--- src/rtl/msd_pkg.sv ---
// shared types, constants and lookup tables of the morse symbol decoder
package msd_pkg;

  // default buffer depth in marks
  localparam int MAX_MARKS_DEF = 8;

  // widths of the fixed result fields
  localparam int KEY_W   = 8;
  localparam int BTN_W   = 3;
  localparam int MOVE_W  = 8;
  localparam int COUNT_W = 4;
  localparam int STEP_W  = 7;

  // pointer step after reset
  localparam logic [STEP_W-1:0] MOUSE_STEP_RST = 7'd10;

  // input symbol codes
  typedef enum logic [1:0] {
    SYM_DOT    = 2'd0,
    SYM_DASH   = 2'd1,
    SYM_REMOVE = 2'd2,
    SYM_CLEAR  = 2'd3
  } symbol_t;

  // table sequences: len marks, first mark in pat[len-1], dash 1, dot 0
  localparam int TBL_LEN_W = 3;
  localparam int TBL_PAT_W = 7;

  typedef struct packed {
    logic [TBL_LEN_W-1:0] len;
    logic [TBL_PAT_W-1:0] pat;
    logic [KEY_W-1:0]     code;
  } char_entry_t;

  typedef struct packed {
    logic [TBL_LEN_W-1:0] len;
    logic [TBL_PAT_W-1:0] pat;
  } mouse_entry_t;

  localparam int CHAR_ENTRIES  = 89;
  localparam int MOUSE_ENTRIES = 10;

  localparam char_entry_t CHAR_TABLE [CHAR_ENTRIES] = '{
    '{3'd2, 7'b0000001, 8'd97},  '{3'd4, 7'b0001000, 8'd98},
    '{3'd4, 7'b0001110, 8'd99},  '{3'd3, 7'b0000100, 8'd100},
    '{3'd1, 7'b0000000, 8'd101}, '{3'd4, 7'b0000010, 8'd102},
    '{3'd3, 7'b0000110, 8'd103}, '{3'd4, 7'b0000000, 8'd104},
    '{3'd2, 7'b0000000, 8'd105}, '{3'd4, 7'b0000111, 8'd106},
    '{3'd3, 7'b0000101, 8'd107}, '{3'd4, 7'b0000100, 8'd108},
    '{3'd4, 7'b0001111, 8'd109}, '{3'd2, 7'b0000010, 8'd110},
    '{3'd3, 7'b0000111, 8'd111}, '{3'd4, 7'b0000110, 8'd112},
    '{3'd4, 7'b0001101, 8'd113}, '{3'd3, 7'b0000010, 8'd114},
    '{3'd3, 7'b0000000, 8'd115}, '{3'd1, 7'b0000001, 8'd116},
    '{3'd3, 7'b0000001, 8'd117}, '{3'd4, 7'b0000001, 8'd118},
    '{3'd3, 7'b0000011, 8'd119}, '{3'd4, 7'b0001001, 8'd120},
    '{3'd4, 7'b0001011, 8'd121}, '{3'd4, 7'b0001100, 8'd122},
    '{3'd5, 7'b0001111, 8'd49},  '{3'd5, 7'b0000111, 8'd50},
    '{3'd5, 7'b0000011, 8'd51},  '{3'd5, 7'b0000001, 8'd52},
    '{3'd5, 7'b0000000, 8'd53},  '{3'd5, 7'b0010000, 8'd54},
    '{3'd5, 7'b0011000, 8'd55},  '{3'd5, 7'b0011100, 8'd56},
    '{3'd5, 7'b0011110, 8'd57},  '{3'd5, 7'b0011111, 8'd48},
    '{3'd6, 7'b0111100, 8'd92},  '{3'd6, 7'b0000011, 8'd47},
    '{3'd6, 7'b0011000, 8'd91},  '{3'd6, 7'b0100111, 8'd93},
    '{3'd6, 7'b0110011, 8'd60},  '{3'd6, 7'b0001100, 8'd62},
    '{3'd6, 7'b0111000, 8'd40},  '{3'd6, 7'b0000111, 8'd41},
    '{3'd5, 7'b0011001, 8'd125}, '{3'd5, 7'b0000110, 8'd123},
    '{3'd6, 7'b0011111, 8'd46},  '{3'd6, 7'b0100000, 8'd44},
    '{3'd6, 7'b0111101, 8'd95},  '{3'd6, 7'b0000010, 8'd124},
    '{3'd6, 7'b0101111, 8'd63},  '{3'd6, 7'b0010000, 8'd33},
    '{3'd6, 7'b0100001, 8'd59},  '{3'd6, 7'b0011110, 8'd58},
    '{3'd5, 7'b0001110, 8'd45},  '{3'd6, 7'b0001111, 8'd36},
    '{3'd6, 7'b0000101, 8'd37},  '{3'd6, 7'b0000110, 8'd34},
    '{3'd6, 7'b0111001, 8'd64},  '{3'd6, 7'b0001000, 8'd39},
    '{3'd6, 7'b0110111, 8'd96},  '{3'd6, 7'b0100011, 8'd94},
    '{3'd6, 7'b0111011, 8'd126}, '{3'd6, 7'b0001110, 8'd35},
    '{3'd6, 7'b0011100, 8'd38},  '{3'd5, 7'b0010001, 8'd43},
    '{3'd5, 7'b0011101, 8'd61},  '{3'd5, 7'b0010011, 8'd42},
    '{3'd4, 7'b0000011, 8'd32},  '{3'd4, 7'b0000101, 8'd10},
    '{3'd2, 7'b0000011, 8'd8},   '{3'd6, 7'b0110001, 8'd129},
    '{3'd4, 7'b0001010, 8'd128}, '{3'd5, 7'b0011011, 8'd130},
    '{3'd5, 7'b0001001, 8'd218}, '{3'd5, 7'b0001100, 8'd217},
    '{3'd6, 7'b0010100, 8'd216}, '{3'd5, 7'b0001010, 8'd215},
    '{3'd6, 7'b0000001, 8'd211}, '{3'd6, 7'b0000100, 8'd214},
    '{3'd7, 7'b0000000, 8'd210}, '{3'd7, 7'b0001000, 8'd213},
    '{3'd7, 7'b1110001, 8'd0},   '{3'd6, 7'b0110100, 8'd0},
    '{3'd6, 7'b0111110, 8'd193}, '{3'd6, 7'b0110000, 8'd177},
    '{3'd5, 7'b0010100, 8'd209}, '{3'd6, 7'b0101100, 8'd212},
    '{3'd6, 7'b0110110, 8'd206}
  };

  // mouse entries in order: up, down, left, right, then the six button actions
  localparam int MOUSE_UP       = 0;
  localparam int MOUSE_DOWN     = 1;
  localparam int MOUSE_LEFT     = 2;
  localparam int MOUSE_RIGHT    = 3;
  localparam int MOUSE_BTN_BASE = 3;

  localparam mouse_entry_t MOUSE_TABLE [MOUSE_ENTRIES] = '{
    '{3'd1, 7'b0000001}, '{3'd2, 7'b0000011}, '{3'd2, 7'b0000000},
    '{3'd3, 7'b0000000}, '{3'd2, 7'b0000001}, '{3'd3, 7'b0000011},
    '{3'd3, 7'b0000001}, '{3'd4, 7'b0000011}, '{3'd2, 7'b0000010},
    '{3'd3, 7'b0000100}
  };

  // lookup result handed from the matcher to the output stage
  typedef struct packed {
    logic [KEY_W-1:0]         key_code;
    logic                     char_found;
    logic [BTN_W-1:0]         mouse_button;
    logic signed [MOVE_W-1:0] mouse_dx;
    logic signed [MOVE_W-1:0] mouse_dy;
  } match_t;

endpackage

--- src/rtl/msd_mark_buffer.sv ---
// mark buffer: shift register of dots and dashes with its fill count
module msd_mark_buffer #(
  parameter int MAX_MARKS = msd_pkg::MAX_MARKS_DEF,
  localparam int CNT_W    = $clog2(MAX_MARKS + 1)
) (
  input  logic                 clk,
  input  logic                 rst_n,
  input  logic                 sym_en,
  input  msd_pkg::symbol_t     symbol,
  output logic [MAX_MARKS-1:0] marks,
  output logic [CNT_W-1:0]     mark_cnt
);

  logic [MAX_MARKS-1:0] marks_r, marks_nxt;
  logic [CNT_W-1:0]     cnt_r, cnt_nxt;

  // newest mark enters at bit 0, bits above the count stay zero
  always_comb begin
    marks_nxt = marks_r;
    cnt_nxt   = cnt_r;
    if (sym_en) begin
      case (symbol)
        msd_pkg::SYM_DOT, msd_pkg::SYM_DASH: begin
          if (cnt_r != CNT_W'(MAX_MARKS)) begin
            marks_nxt = {marks_r[MAX_MARKS-2:0], symbol == msd_pkg::SYM_DASH};
            cnt_nxt   = cnt_r + CNT_W'(1);
          end
        end
        msd_pkg::SYM_REMOVE: begin
          if (cnt_r != '0) begin
            marks_nxt = marks_r >> 1;
            cnt_nxt   = cnt_r - CNT_W'(1);
          end
        end
        msd_pkg::SYM_CLEAR: begin
          marks_nxt = '0;
          cnt_nxt   = '0;
        end
        default: begin
          marks_nxt = marks_r;
          cnt_nxt   = cnt_r;
        end
      endcase
    end
  end

  always_ff @(posedge clk) begin
    if (!rst_n) begin
      marks_r <= '0;
      cnt_r   <= '0;
    end else begin
      marks_r <= marks_nxt;
      cnt_r   <= cnt_nxt;
    end
  end

  assign marks    = marks_r;
  assign mark_cnt = cnt_r;

endmodule

--- src/rtl/msd_matcher.sv ---
// parallel match of the buffered marks against the character and mouse tables
module msd_matcher #(
  parameter int MAX_MARKS = msd_pkg::MAX_MARKS_DEF,
  localparam int CNT_W    = $clog2(MAX_MARKS + 1)
) (
  input  logic [MAX_MARKS-1:0]          marks,
  input  logic [CNT_W-1:0]              mark_cnt,
  input  logic [msd_pkg::STEP_W-1:0]    mouse_step,
  output msd_pkg::match_t               result
);

  logic [msd_pkg::MOVE_W-1:0] step_pos;
  logic [msd_pkg::MOVE_W-1:0] step_neg;

  assign step_pos = {1'b0, mouse_step};
  assign step_neg = -step_pos;

  // later entries override earlier ones
  always_comb begin
    result = '0;
    for (int j = 0; j < msd_pkg::CHAR_ENTRIES; j++) begin
      if (mark_cnt == CNT_W'(msd_pkg::CHAR_TABLE[j].len) &&
          marks == MAX_MARKS'(msd_pkg::CHAR_TABLE[j].pat)) begin
        result.key_code   = msd_pkg::CHAR_TABLE[j].code;
        result.char_found = 1'b1;
      end
    end
    for (int j = 0; j < msd_pkg::MOUSE_ENTRIES; j++) begin
      if (mark_cnt == CNT_W'(msd_pkg::MOUSE_TABLE[j].len) &&
          marks == MAX_MARKS'(msd_pkg::MOUSE_TABLE[j].pat)) begin
        case (j)
          msd_pkg::MOUSE_UP:    result.mouse_dy = $signed(step_neg);
          msd_pkg::MOUSE_DOWN:  result.mouse_dy = $signed(step_pos);
          msd_pkg::MOUSE_LEFT:  result.mouse_dx = $signed(step_neg);
          msd_pkg::MOUSE_RIGHT: result.mouse_dx = $signed(step_pos);
          default: result.mouse_button = msd_pkg::BTN_W'(j - msd_pkg::MOUSE_BTN_BASE);
        endcase
      end
    end
  end

endmodule

--- src/rtl/morse_symbol_decoder_core.sv ---
// morse symbol decoder top level: stream ports, step register and output stage
// order: the mark buffer updates at the input transfer edge, and the table match on
//   its contents loads the output register when stage one moves on
// throughput: one symbol per cycle; the two stages stall together only when
//   the output register is full and not taken
// reset: rst_n low clears the mark buffer, both valid flags and sets the
//   pointer step to 10
module morse_symbol_decoder_core #(
  parameter int MAX_MARKS = msd_pkg::MAX_MARKS_DEF
) (
  input  logic                       clk,
  input  logic                       rst_n,
  // input stream
  input  logic                       in_tvalid,
  output logic                       in_tready,
  input  logic [7:0]                 in_tdata,   // [1:0] symbol, rest zero
  // result stream
  output logic                       out_tvalid,
  input  logic                       out_tready,
  output logic [31:0]                out_tdata,  // [7:0] key_code, [10:8] mouse_button,
                                                 // [18:11] mouse_dx, [26:19] mouse_dy,
                                                 // [30:27] mark_count, [31] zero
  output logic                       out_tuser,  // [0] char_found
  // step register write
  input  logic                       cfg_wr_en,
  input  logic [msd_pkg::STEP_W-1:0] cfg_wr_data
);

  localparam int CNT_W = $clog2(MAX_MARKS + 1);

  // pointer step register, to be written only while idle; the block does not enforce it
  logic [msd_pkg::STEP_W-1:0] mouse_step_r;

  always_ff @(posedge clk) begin
    if (!rst_n) begin
      mouse_step_r <= msd_pkg::MOUSE_STEP_RST;
    end else if (cfg_wr_en) begin
      mouse_step_r <= cfg_wr_data;
    end
  end

  // pipeline control: stage one is the updated mark buffer, stage two the
  // output register; stage one moves on whenever the output slot is free
  logic s1_valid_r, s1_valid_nxt;
  logic out_valid_r, out_valid_nxt;
  logic advance;
  logic in_xfer;

  assign advance   = !out_valid_r || out_tready;
  assign in_tready = !s1_valid_r || advance;
  assign in_xfer   = in_tvalid && in_tready;

  always_comb begin
    s1_valid_nxt = s1_valid_r;
    if (in_xfer) begin
      s1_valid_nxt = 1'b1;
    end else if (advance) begin
      s1_valid_nxt = 1'b0;
    end
  end

  always_comb begin
    out_valid_nxt = out_valid_r;
    if (advance) begin
      out_valid_nxt = s1_valid_r;
    end
  end

  always_ff @(posedge clk) begin
    if (!rst_n) begin
      s1_valid_r  <= 1'b0;
      out_valid_r <= 1'b0;
    end else begin
      s1_valid_r  <= s1_valid_nxt;
      out_valid_r <= out_valid_nxt;
    end
  end

  // mark buffer takes each symbol on its input transfer
  logic [MAX_MARKS-1:0] marks;
  logic [CNT_W-1:0]     mark_cnt;

  msd_mark_buffer #(
    .MAX_MARKS (MAX_MARKS)
  ) u_buffer (
    .clk      (clk),
    .rst_n    (rst_n),
    .sym_en   (in_xfer),
    .symbol   (msd_pkg::symbol_t'(in_tdata[1:0])),
    .marks    (marks),
    .mark_cnt (mark_cnt)
  );

  // table lookup on the buffer contents left by the symbol in stage one
  msd_pkg::match_t match;

  msd_matcher #(
    .MAX_MARKS (MAX_MARKS)
  ) u_matcher (
    .marks      (marks),
    .mark_cnt   (mark_cnt),
    .mouse_step (mouse_step_r),
    .result     (match)
  );

  // output register, loaded as stage one moves on; a symbol accepted in the
  // same cycle updates the buffer only after the old contents are captured
  msd_pkg::match_t               res_r;
  logic [msd_pkg::COUNT_W-1:0]   cnt_out_r;

  always_ff @(posedge clk) begin
    if (advance && s1_valid_r) begin
      res_r     <= match;
      cnt_out_r <= msd_pkg::COUNT_W'(mark_cnt);
    end
  end

  assign out_tvalid = out_valid_r;
  assign out_tdata  = {1'b0, cnt_out_r, res_r.mouse_dy, res_r.mouse_dx,
                       res_r.mouse_button, res_r.key_code};
  assign out_tuser  = res_r.char_found;

endmodule

--- config.mk ---
export PLATFORM = sky130hd
export DESIGN_NAME = morse_symbol_decoder_core
export DESIGN_NICKNAME = d
export VERILOG_FILES = /design/src/rtl/msd_pkg.sv /design/src/rtl/msd_mark_buffer.sv /design/src/rtl/msd_matcher.sv /design/src/rtl/morse_symbol_decoder_core.sv
export SDC_FILE = /design/constraint.sdc
export NUM_CORES = 1
export LEC_CHECK = 0
export BUFFER_PORTS_ARGS = -buffer_cell sky130_fd_sc_hd__buf_2
export CAP_MARGIN = 25
export CORE_ASPECT_RATIO = 1.2
export CORE_MARGIN = 2
export CORE_UTILIZATION = 40
export CTS_CLUSTER_SIZE = 14
export DETAILED_ROUTE_END_ITERATION = 8
export PLACE_DENSITY_LB_ADDON = 0.2
export SLEW_MARGIN = 40
export SYNTH_ARGS = -nofsm -noshare
export SYNTH_HDL_FRONTEND = slang
export SYNTH_SLANG_ARGS = --single-unit
export TNS_END_PERCENT = 50
--- constraint.sdc ---
create_clock -name clk -period 4.5 [get_ports clk]
set_clock_uncertainty 0.15 [all_clocks]
set_input_delay 0.9 -clock clk [delete_from_list [all_inputs] [get_ports clk]]
set_output_delay 0.9 -clock clk [all_outputs]
set_load 0.02 [all_outputs]
==> results.toml <==
[sta]
fin_tns_setup_ns = 0
fmax_mhz = 282
finalMaxSlewViolations = 0
tightest_slew_ns = 0.900
setup_ws_ns = 0.958
setup_violations = 0
fin_crit_ns = 3.54
whs_ns = 0.366
rsz0062_at_grt = "no"
hold_viol_final = 0
fin_crit_sh_pct = 78.7
slew-limit-headroom_pct = 39.8

[power]
comb_power_share_pct = 25.7
power.total_mw = 1.41
swShare_pct = 33.4
p_switching_mw = 0.470
seqPwrFrac_pct = 41.4
p_clk_share_pct = 32.9
powerDensity_nw_per_um2 = 282
power_leakage_nw = 2.00
ir_drop_uv = 181
p_int_mw = 0.939

[die]
rows = 42
start_util_pct = 41.2
die_height_um = 121
dieArea_um2 = 12200
io_pins = 55
core_area_um2 = 11000
die_w_um = 101

[synthesis]
synth_area_leaders = "edfxtp_1, dfxtp_1, nand2_1"
ys_seq_area_share_pct = 30.4
async_flop_share_pct = 0
synth-seq-cells = 53
synth_edf_count = 32
syn_inst = 560
yosysMostFrequentCell = "nand2_1"
yosysWarnings = 0
postSynthAreaPerCell_um2 = 8.12
yosysTopAreaCell = "edfxtp_1"
netlist_area_um2 = 4550
ys.flop_type = "edfxtp_1"
synth_cell_types = 83
syn_nets = 586
netlist_top_cells_count = "nand2_1, nor2_1, o21ai_0"
yosysTopAreaCellShare_pct = 21.1

[grt]
grt_usage_pct = 26.4
grt_max_degree = 33
antenna_found_initial = 0
grt_pass1_vias = 4288
grt_pass1_wl_um = 24900
overflow = 0

[clock_tree]
tritoncts.num_buffers = 5
hold_buffers = 0
cts.sinks = 53
clock_latency_ns = 0.30
cts.path.max_buffers = 2
clockRootBuffer = "clkbuf_16"
cts_resized = 0
post_cts_buffers = 0
htreeDepth = 2
cts_tree = "built"
path_clk_slew_ns = 0.08

[placed_design]
dp_cells = 710
gp_congestion = 0.951
pre_cts_ws_ns = 1.04
dp_hpwl_um = 11900
port_buffers = 47
place_area_um2 = 4820

[drt]
ant_nets = 0
drc = 0
drt_iter0_markers = 554
wl_um = 15900
vias = 4726
firstDrtPassIters = 5
wire_per_inst_um = 22.2
avgViaCountPerCell = 6.58

[layout]
multi_input_area_um2 = 2860
n_antenna_cell = 0
fill_cells = 1117
drive_above_1_share_pct = 17.1
stdcell_count = 718
final_util_pct = 45.3
seq_area_um2 = 1380
design_area_um2 = 5000
syn_to_final_growth_pct = 9.99
nNetsFinal = 611

[critical_path]
critPathMaxFanout = 21
cp_cell_sequence = "buf_4 > nand4bb_1 > o21ai_1 > or4_4 > or3_4 > or3_1"
cp_data_arrival_time_ns = 3.44
cp_slowest_cell = "dfxtp_1"
end_kind = "register"
critPathKind = "register to register"
critPathMaxStageDelay_ns = 0.79
cp-start-kind = "register"
r2r_slack_ns = 0.96
critPathRequiredTime_ns = 4.40

[flow_run]
cap_violations = 0

[hold_path]
min_path_type = "register to register"

[status]
status = "finished, final reports clean"
-- cell usage in the layout, fill, tap and decap left out, types with 6 or more instances in the layout --
cell type,synthesis,final
nor2b_1,18,17
buf_4,5,20
o31ai_1,7,7
dfxtp_1,21,21
inv_1,10,10
o211a_1,9,9
nor3_1,17,17
nand2_1,72,72
or3_1,8,8
a22oi_1,6,6
nand3_1,19,19
nor4_1,8,6
mux2i_1,10,10
ha_1,6,6
nor2_1,39,39
a21oi_1,27,27
nand4_1,13,13
o22ai_1,12,12
buf_2,13,47
nand3b_1,7,7
o21ai_0,33,33
o211ai_1,7,7
edfxtp_1,32,32
-- sequential cells by signal, summed over array words and instances, names as in the netlist --
name               cells
u_buffer.marks         8
s1_valid_r             1
u_buffer.mark_cnt      4
cnt_out_r              4
mouse_step_r           7
out_tdata             27
out_tuser              1
out_tvalid             1
-- layer usage --
layer / part of all wire (%) / global-route usage (%) / routed length, µm / vias to the layer above
met5: 0 / 0 / 0 / -
met4: 3.9 / 11.2 / 624 / 0
met3: 7.8 / 4.28 / 1240 / 49
met2: 46 / 41.8 / 7390 / 267
met1: 42 / 35.5 / 6690 / 2230
li1: - / - / - / 2180
-- power by group through the flow --
stage	clock (mW)	combinational (mW)	sequential (mW)
after floorplan	0	0.257	0.591
after CTS	0.477	0.354	0.583
final	0.464	0.362	0.583
after detailed placement	0	0.352	0.594
after global placement	0	0.354	0.593
after global routing	0.492	0.389	0.589
-- final timing paths --
check / startpoint / endpoint / cells after the start
worst max-delay path: u_buffer.marks[1] / out_tuser / 6
worst min-delay path: s1_valid_r / out_tvalid / 1
worst max register to register: u_buffer.marks[1] / out_tuser / 6
worst min register to register: s1_valid_r / out_tvalid / 1
-- worst max-delay path, delay by kind of cell (launching register included) --
kind | cells | cell delay (ns)
AOI/OAI and AO/OA | 1 | 0.24
buffers and inverters | 1 | 0.37
and+or+nand+nor | 4 | 1.73
DFF | 1 | 0.79
-- layout make-up --
| cell class | count | share of cell area [%] |
|---|---|---|
| clock buffer | 5 | 2.50 |
| timing repair buffer | 67 | 7.71 |
| clock inverter | 3 | 1.00 |
| sequential | 53 | 27.6 |
| tap | 132 | 3.30 |
| multi-input combinational | 448 | 57.1 |
| inverter | 10 | 0.751 |
-- cell families after synthesis --
kind of cell	after synthesis	share of synthesized area, %
DFF	53	30.4
buffers and inverters	59	7.13
AOI/OAI and AO/OA	160	24.4
other	1	0.0825
adders and majority gates	6	1.65
muxes	13	2.95
and+or+nand+nor	265	32.8
xor gates and xnor gates	3	0.578
(Power assumes the default switching activity.)
